File: src/mbrc_pkg.sv
// package of types, constants and the crc function of the modbus rtu response checker
`default_nettype none

package mbrc_pkg;

  localparam logic [15:0] CrcInit  = 16'hFFFF;
  localparam logic [15:0] CrcPoly  = 16'hA001;
  localparam logic [7:0]  ExcBit   = 8'h80;
  localparam int unsigned MinLen   = 5;

  localparam int unsigned QueueDepth = 4;
  localparam int unsigned QueuePtrW  = 2;
  localparam int unsigned QueueCntW  = 3;

  localparam logic KindPayload = 1'b0;
  localparam logic KindStatus  = 1'b1;

  typedef enum logic [2:0] {
    StOk    = 3'd0,
    StShort = 3'd1,
    StCrc   = 3'd2,
    StExc   = 3'd3,
    StOvf   = 3'd4
  } status_e;

  typedef struct packed {
    logic [7:0] rx_byte;
    logic       last_byte;
  } in_t;

  typedef struct packed {
    logic       kind;
    logic [7:0] payload_byte;
    status_e    status;
    logic [7:0] exception_code;
    logic [8:0] frame_length;
    logic       error_sticky;
    logic       run_end;
  } out_t;

  // one byte of crc-16, lsb first
  function automatic logic [15:0] crc_byte(logic [15:0] crc, logic [7:0] b);
    logic [15:0] c;
    c = crc ^ {8'h00, b};
    for (int i = 0; i < 8; i++) begin
      if (c[0]) begin
        c = (c >> 1) ^ CrcPoly;
      end else begin
        c = c >> 1;
      end
    end
    return c;
  endfunction

endpackage

`default_nettype wire

File: src/modbus_rtu_response_checker_top.sv
// top level of the modbus rtu response checker: frame state, crc and result queue
// results are registered in the result queue before they reach the output
// throughput: one byte per cycle; a byte can cause up to two results, which a
// four-entry result queue drains at one per cycle while out_ready_i is high, so
// in_ready_o drops only when fewer than two queue slots are free
// reset: rst_ni is asynchronous, active low, and clears frame state, sticky flag and queue
`default_nettype none

module modbus_rtu_response_checker_top #(
  parameter int unsigned MAX_FRAME = 256
) (
  input  wire logic          clk_i,
  input  wire logic          rst_ni,
  input  wire logic          in_valid_i,
  output      logic          in_ready_o,
  input  wire mbrc_pkg::in_t in_data_i,
  output      logic          out_valid_o,
  input  wire logic          out_ready_i,
  output      mbrc_pkg::out_t out_data_o
);

  // count must hold MAX_FRAME + 1
  localparam int unsigned CntW = $clog2(MAX_FRAME + 2);

  // frame state
  logic [15:0]     crc_q, crc_d;
  logic [7:0]      tail0_q, tail0_d;   // older of the two held-back bytes
  logic [7:0]      tail1_q, tail1_d;
  logic [CntW-1:0] cnt_q, cnt_d;
  logic [7:0]      func_q, func_d;
  logic [7:0]      third_q, third_d;
  logic            err_q, err_d;

  // result queue
  mbrc_pkg::out_t                   queue_q [mbrc_pkg::QueueDepth];
  logic [mbrc_pkg::QueuePtrW-1:0]   wr_ptr_q, wr_ptr_d;
  logic [mbrc_pkg::QueuePtrW-1:0]   rd_ptr_q, rd_ptr_d;
  logic [mbrc_pkg::QueueCntW-1:0]   fill_q, fill_d;

  logic in_fire;
  logic out_fire;

  // per-transaction results
  logic            take;        // byte enters the delay line and crc
  logic [CntW-1:0] cnt_new;
  logic [15:0]     crc_new;
  logic [7:0]      tail0_new, tail1_new, func_new, third_new;
  logic            pay_vld;
  logic            stat_vld;
  logic            err_new;
  logic [31:0]     cnt_ext;
  mbrc_pkg::status_e status;
  logic [7:0]      exc_code;
  mbrc_pkg::out_t  pay_res, stat_res;
  mbrc_pkg::out_t  push0, push1;
  logic [1:0]      push_n;

  // room for two results is always required, so a byte never has to wait half-done
  assign in_ready_o  = (fill_q <= mbrc_pkg::QueueCntW'(mbrc_pkg::QueueDepth - 2));
  assign in_fire     = in_valid_i && in_ready_o;
  assign out_valid_o = (fill_q != '0);
  assign out_fire    = out_valid_o && out_ready_i;
  assign out_data_o  = queue_q[rd_ptr_q];

  always_comb begin
    take      = (cnt_q < CntW'(MAX_FRAME));
    cnt_new   = take ? (cnt_q + CntW'(1)) : CntW'(MAX_FRAME + 1);
    crc_new   = crc_q;
    tail0_new = tail0_q;
    tail1_new = tail1_q;
    func_new  = func_q;
    third_new = third_q;
    pay_vld   = 1'b0;
    if (take) begin
      // the byte leaving the delay line is frame byte cnt_new - 2
      if (cnt_new >= CntW'(3)) begin
        crc_new = mbrc_pkg::crc_byte(crc_q, tail0_q);
        pay_vld = (cnt_new >= CntW'(mbrc_pkg::MinLen));
      end
      if (cnt_new == CntW'(2)) begin
        func_new = in_data_i.rx_byte;
      end
      if (cnt_new == CntW'(3)) begin
        third_new = in_data_i.rx_byte;
      end
      tail0_new = tail1_q;
      tail1_new = in_data_i.rx_byte;
    end

    stat_vld = in_data_i.last_byte;
    err_new  = err_q;
    exc_code = 8'h00;
    // checks in order of precedence
    priority if (cnt_new > CntW'(MAX_FRAME)) begin
      status = mbrc_pkg::StOvf;
    end else if (cnt_new < CntW'(mbrc_pkg::MinLen)) begin
      status = mbrc_pkg::StShort;
    end else if ({tail1_new, tail0_new} != crc_new) begin
      status = mbrc_pkg::StCrc;
    end else if ((func_new & mbrc_pkg::ExcBit) != 8'h00) begin
      status   = mbrc_pkg::StExc;
      exc_code = third_new;
      err_new  = stat_vld ? 1'b1 : err_q;
    end else begin
      status = mbrc_pkg::StOk;
    end

    cnt_ext = 32'(cnt_new);

    // payload result carries the sticky flag from before this byte
    pay_res.kind           = mbrc_pkg::KindPayload;
    pay_res.payload_byte   = tail0_q;
    pay_res.status         = mbrc_pkg::StOk;
    pay_res.exception_code = 8'h00;
    pay_res.frame_length   = cnt_ext[8:0];
    pay_res.error_sticky   = err_q;
    pay_res.run_end        = 1'b0;

    stat_res.kind           = mbrc_pkg::KindStatus;
    stat_res.payload_byte   = 8'h00;
    stat_res.status         = status;
    stat_res.exception_code = exc_code;
    stat_res.frame_length   = cnt_ext[8:0];
    stat_res.error_sticky   = err_new;
    stat_res.run_end        = 1'b1;

    // payload goes ahead of the status
    push0  = pay_vld ? pay_res : stat_res;
    push1  = stat_res;
    push_n = in_fire ? ({1'b0, pay_vld} + {1'b0, stat_vld}) : 2'd0;

    // next frame state
    crc_d   = crc_q;
    tail0_d = tail0_q;
    tail1_d = tail1_q;
    cnt_d   = cnt_q;
    func_d  = func_q;
    third_d = third_q;
    err_d   = err_q;
    if (in_fire) begin
      err_d = err_new;
      if (stat_vld) begin
        // frame done, back to the reset values
        crc_d   = mbrc_pkg::CrcInit;
        tail0_d = 8'h00;
        tail1_d = 8'h00;
        cnt_d   = '0;
        func_d  = 8'h00;
        third_d = 8'h00;
      end else begin
        crc_d   = crc_new;
        tail0_d = tail0_new;
        tail1_d = tail1_new;
        cnt_d   = cnt_new;
        func_d  = func_new;
        third_d = third_new;
      end
    end

    // queue pointers
    wr_ptr_d = wr_ptr_q + mbrc_pkg::QueuePtrW'(push_n);
    rd_ptr_d = out_fire ? (rd_ptr_q + mbrc_pkg::QueuePtrW'(1)) : rd_ptr_q;
    fill_d   = fill_q + mbrc_pkg::QueueCntW'(push_n)
             - mbrc_pkg::QueueCntW'(out_fire);
  end

  always_ff @(posedge clk_i or negedge rst_ni) begin
    if (!rst_ni) begin
      crc_q    <= mbrc_pkg::CrcInit;
      tail0_q  <= 8'h00;
      tail1_q  <= 8'h00;
      cnt_q    <= '0;
      func_q   <= 8'h00;
      third_q  <= 8'h00;
      err_q    <= 1'b0;
      wr_ptr_q <= '0;
      rd_ptr_q <= '0;
      fill_q   <= '0;
    end else begin
      crc_q    <= crc_d;
      tail0_q  <= tail0_d;
      tail1_q  <= tail1_d;
      cnt_q    <= cnt_d;
      func_q   <= func_d;
      third_q  <= third_d;
      err_q    <= err_d;
      wr_ptr_q <= wr_ptr_d;
      rd_ptr_q <= rd_ptr_d;
      fill_q   <= fill_d;
    end
  end

  // queue storage, data only (payload and status results), no reset
  always_ff @(posedge clk_i) begin
    if (push_n != 2'd0) begin
      queue_q[wr_ptr_q] <= push0;
    end
    if (push_n == 2'd2) begin
      queue_q[wr_ptr_q + mbrc_pkg::QueuePtrW'(1)] <= push1;
    end
  end

endmodule

`default_nettype wire

File: config.mk
export PLATFORM = sky130hd
export DESIGN_NAME = modbus_rtu_response_checker_top
export DESIGN_NICKNAME = d
export VERILOG_FILES = /design/src/mbrc_pkg.sv /design/src/modbus_rtu_response_checker_top.sv
export SDC_FILE = /design/constraint.sdc
export NUM_CORES = 1
export LEC_CHECK = 0
export ABC_AREA = 1
export BUFFER_PORTS_ARGS = -buffer_cell sky130_fd_sc_hd__buf_2
export CORE_ASPECT_RATIO = 1.2
export CORE_UTILIZATION = 65
export DETAILED_ROUTE_END_ITERATION = 10
export GPL_TIMING_DRIVEN = 0
export PLACE_DENSITY_LB_ADDON = 0.08
export SLEW_MARGIN = 0
export SYNTH_ARGS = -nofsm -noshare
export SYNTH_HDL_FRONTEND = slang
export SYNTH_SLANG_ARGS = --single-unit
File: constraint.sdc
create_clock -name clk_i -period 9.9 [get_ports clk_i]
set_input_delay 0.99 -clock clk_i [delete_from_list [all_inputs] [get_ports clk_i]]
set_output_delay 0.99 -clock clk_i [all_outputs]
set_load 0.05 [all_outputs]
# Yosys cells after proc, flatten, opt, wreduce, memory -nomap -nowiden
# Memory sizes are Yosys's and may differ from the RTL's.
# Cells that the tools add are included.
[classes]
addsub = 7
order_cmp = 6
eq_ne = 4
muxes = 58
bitwise_logic = 9
n_reduce_logical = 4
[ops]
columns = ["operator", "n"]
rows = [
  ["two-way mux 16 bit", 25],
  ["two-way mux 8 bit", 14],
  ["two-way mux 31 bit", 1],
  ["inverter 2 -> 3 bit", 8],
  ["== test 9 x 2 -> 1 bit, second input constant", 2],
  ["two-way mux 9 bit", 2],
  ["!= test 16 bit", 1],
  ["bitwise XOR 16 x 8 -> 16 bit", 1],
  ["two-way mux 1 bit", 11],
  ["adder 9 x 1 -> 9 bit, second input constant", 1],
  [">= comparator 9 x 2 -> 1 bit, second input constant", 1],
  [">= comparator 9 x 3 -> 1 bit, second input constant", 1],
  ["greater-than comparator 9 bit, second input constant", 1],
  ["< comparator 9 x 3 -> 1 bit, second input constant", 1],
  ["< comparator 9 bit, second input constant", 1],
  ["two-way mux 2 bit", 4],
  ["adder 2 x 1 -> 2 bit, second input constant", 2],
  ["adder 3 x 2 -> 3 bit", 1],
  ["less-or-equal comparator 3 x 2 -> 1 bit, second input constant", 1],
  ["two-way mux 3 bit", 1],
  ["nonzero test 3 bit", 1],
  ["subtractor 3 x 1 -> 3 bit", 1],
  ["adder 1 x 1 -> 2 bit", 1],
  ["adder 2 bit", 1],
  ["other kinds (3)", 4],
]
[word_totals]
ff_bits = 58
ram_bits = 124
in_bits = 13
out_inout_bits = 33
n_memories = 1
[memory_table]
columns = ["name", "words", "width", "rd", "rd_ports_with_merged_regs", "write_ports", "line", "text"]
rows = [
  ["queue_q", 4, 31, 1, 0, 2, "modbus_rtu_response_checker_top.sv:35", "mbrc_pkg::out_t queue_q [mbrc_pkg::QueueDepth];"],
]

# Longest topological paths before layout
[logic_depth]
word_depth = 38
mapped_depth = 24
depth_no_buf = 24

# Worst setup path after synthesis
# No wires, ideal clock.
[synth_timing]
path_type = "register -> register"
startpoint = "reg cnt_q[0]"
endpoint = "mem queue_q[2][13] in the netlist's numbering, data pin"
setup_ps = 266
arrival_time_ps = 3886
required_time_ps = 9634
setup_slack_ps = 5748
path_stages_with_launch = 25
n_path_buf = 2
period_less_slack_ps = 4152
path_cell_list = "dfrtp_1 > ha_1 > nand2_1 > nor2_2 > nand3_1 > nand2_1 > nand2_1 > nand2_1 > nor2_2 > nand2_1 > nor3_1 > nor2_1 > clkbuf_1 > ha_1 > inv_1 > nor2_1 > nor2_1 > inv_1 > nand2_1 > inv_1 > nor2_1 > inv_1 > o21ai_0 > clkbuf_1 > nor2_1"
[synth_rtl]
columns = ["item", "line", "text"]
rows = [
  ["start, declared", "modbus_rtu_response_checker_top.sv:29", "logic [CntW-1:0] cnt_q, cnt_d;"],
  ["start signal, assigned", "modbus_rtu_response_checker_top.sv:183", "cnt_q <= cnt_d;"],
  ["end, declared", "modbus_rtu_response_checker_top.sv:35", ""],
]

==> impl_metrics.py <==
metrics = {
    "timing": {
        "fin_crit_ns": 6.09,
        "fmaxAchievable_ghz": 0.164,
        "slew_viol_final": 0,
        "setup_ws_ns": 3.81,
        "rsz0062_at_grt": "no",
        "max_slew_margin_pct": 31.2,
        "final-setup-viol-count": 0,
        "period_share_pct": 61.5,
        "finClkSkew_ns": 0.00806,
        "worst_pin_slew_ns": 1.03,
        "tns_ns": 0,
        "hold_viol": 0,
    },
    "logic_synthesis": {
        "synth_seq_cells": 178,
        "yosysTopAreaCellShare_pct": 28.9,
        "async_flop_share_pct": 32.6,
        "yosys-top-cells-area": "edfxtp_1 (29%), dfrtp_1 (12%), nand2_1 (8.7%), dfxtp_1 (8.2%), nor2_1 (7.1%)",
        "synth_cell_types": 34,
        "synthTopCellsByCount": "nand2_1 (202), nor2_1 (166), o21ai_0 (124), inv_1 (115), edfxtp_1 (84)",
        "synthesis.nets": 1065,
        "synth_most_common_cell": "nand2_1",
        "synth_top_area_cell": "edfxtp_1",
        "synth_enable_flop_cells": 84,
        "synth.avg_cell_area_sq_um": 8.36,
        "yosysWarnings": 0,
        "postSynthCellCount": 1045,
        "syn-cell-area_sq_um": 8740,
        "synth_ff_type": "edfxtp_1",
        "ys_seq_area_share_pct": 54.0,
    },
    "grt": {
        "gr-total-overflow": 0,
        "antenna_found_initial": 0,
        "grt_util_all_layers_pct": 35.3,
        "grt_pass1_vias": 7104,
        "grt_max_degree": 59,
        "grt_pass1_wl_microns": 36300,
    },
    "cells_and_area": {
        "final_layout_size_suffix_gt1_share_pct": 10.6,
        "stdcell_area_sq_um": 9770,
        "synthToLayoutAreaGrowth_pct": 11.8,
        "num-fill-cells": 973,
        "final-seq-area_sq_um": 4710,
        "antenna_cells": 0,
        "multi_input_area_sq_um": 3370,
        "fin_nets": 1129,
    },
    "placement": {
        "placed_area_sq_um": 9170,
        "globalplace.congestion": 0.920,
        "portBuffers": 45,
        "hpwlAfterDp_microns": 15900,
        "dpl_worst_slack_ns": 3.97,
    },
    "cts": {
        "cts-resized-gates": 0,
        "path_clk_slew_ns": 0.06,
        "insertion_delay_ns": 0.43,
        "ctsHoldBuffers": 0,
        "cts_sinks": 178,
        "cts_made_buffers": 17,
        "cts-root-buf": "clkbuf_16",
        "cts_tree": "yes",
        "htree_num_levels": 4,
        "post_cts_buffers": 0,
        "cts_buffer_depth": 2,
    },
    "floorplan": {
        "die_area_sq_um": 13900,
        "initial_core_util_pct": 66.3,
        "coreArea_sq_um": 13200,
        "io_pins": 46,
        "die_x_microns": 108,
        "rows": 46,
        "die_y_microns": 129,
    },
    "critical_path": {
        "required_ns": 10.06,
        "arrival_ns": 6.25,
        "critical-path-slowest-cell": "inv_1",
        "cpPeakStageDelay_ns": 0.70,
        "cpMostUsedCell": "nand2_1",
        "path_class": "reg2reg",
        "crit_fanout": 22,
        "path_cells": "ha_1 -> nand2_1 -> nor2_2 -> nand3_1 -> nand2_1 -> nand2_1 -> nand2_1 -> nor2_2 -> nand2_1 -> nor3_1 -> nor2_1 -> clkbuf_1 -> ha_1 -> inv_1 -> nor2_1 -> nor2_1 -> inv_1 -> nand2_1 -> inv_1 -> nor2_1 -> inv_1 -> o21ai_0 -> clkbuf_1 -> nor2_1",
        "worstSetupEndpointType": "register",
        "start_kind": "register",
    },
    "outcome": {
        "status": "finished, final reports clean",
    },
    "route": {
        "routed_wl_microns": 23100,
        "dr.pass1.iters": 6,
        "drc": 0,
        "drt_iter0_drc": 609,
        "vias": 7632,
        "viasPerCell": 5.92,
        "avgRoutedWirePerCell_microns": 17.9,
        "drtAntennaViolNets": 0,
    },
    "min_path": {
        "min_path_type": "reg2reg",
    },
    "run": {
        "maxCapViolations": 0,
    },
}
[per-layer routing]
metal	vias to the layer above	share of wire (%)	track usage [%]
li1	3604	-	-
met3	75	7.4	6.34
met2	376	51	60.4
met1	3577	38	43.0
met5	-	0	0
met4	0	4.3	17.6
[final cells by class]
| class | count | share of cell area [%] |
|---|---|---|
| Tap cell | 168 | 2.15 |
| Buffer | 50 | 2.10 |
| Clock buffer | 26 | 5.64 |
| Inverter | 120 | 4.61 |
| Timing Repair Buffer | 45 | 2.33 |
| Clock inverter | 6 | 0.397 |
| Multi-Input combinational cell | 697 | 34.5 |
| Sequential cell | 178 | 48.3 |
[flip-flops by register name, summed over array words and instances (netlist names)]
signal    cells
cnt_q         9
wr_ptr_q      2
tail0_q       8
third_q       8
func_q        1
crc_q        16
rd_ptr_q      2
err_q         1
queue_q     120
fill_q        3
tail1_q       8
[cell usage in the layout (no fill, tap or decap), types with 18 or more instances in the layout]
| cell type | n |
|---|---|
| buf_2 | 46 |
| clkbuf_1 | 38 |
| clkbuf_16 | 18 |
| dfrtp_1 | 42 |
| dfxtp_1 | 36 |
| edfxtp_1 | 84 |
| inv_1 | 115 |
| nand2_1 | 202 |
| nand3_1 | 42 |
| nor2_1 | 166 |
| o21ai_0 | 124 |
| o22ai_1 | 78 |
[critical path: cells and delay by family, from the launching register on]
family                     cells  cell delay (ns)
DFF                            1             0.43
and+or+nand+nor               15             2.60
adders and majority gates      2             0.60
AOI/OAI and AO/OA              1             0.41
buffers and inverters          6             1.75
[path summary, 6_finish.rpt]
path	startpoint	to	slack [ns]	cells past startpoint
min	queue_q[2][0]$_SDFFE_PP1P_	queue_q[2][0]$_SDFFE_PP1P_	0.45	2
max	cnt_q[0]$_DFFE_PN0P_	queue_q[0][16]$_DFFE_PP_	3.81	24
min in group asynchronous	rst_ni	third_q[2]$_DFFE_PN0P_	0.62	1
min reg2reg	queue_q[2][0]$_SDFFE_PP1P_	queue_q[2][0]$_SDFFE_PP1P_	0.45	2
max in group asynchronous	rst_ni	fill_q[1]$_DFF_PN0_	8.75	1
max reg2reg	cnt_q[0]$_DFFE_PN0P_	queue_q[0][16]$_DFFE_PP_	3.81	24
[metrics by stage]
step / utilization [%] / hold WS, ns / cells
finish: 74.1 / 0.453 / 1290
detailed placement: 69.6 / 0.437 / 1258
global placement: 69.6 / 0.433 / 1258
floorplan: - / 0.422 / 1045
CTS: 74.1 / 0.450 / 1290
global route: 74.1 / 0.474 / 1290
[cell families (layout without fill, tap and decap cells)]
| family | Yosys count | in the layout | share of synthesized area (%) |
|---|---|---|---|
| adder cells (fa/ha/maj) | 7 | 7 | 1.09 |
| XOR/XNOR | 26 | 26 | 2.61 |
| AND/OR/NAND/NOR | 446 | 446 | 21.2 |
| flip-flops | 178 | 178 | 54.0 |
| AO/OA/AOI/OAI | 218 | 218 | 13.6 |
| buffers and inverters | 170 | 247 | 7.50 |
Power is not shown: default switching activity piles up to over one toggle a cycle in this logic, so the estimate is an artifact.
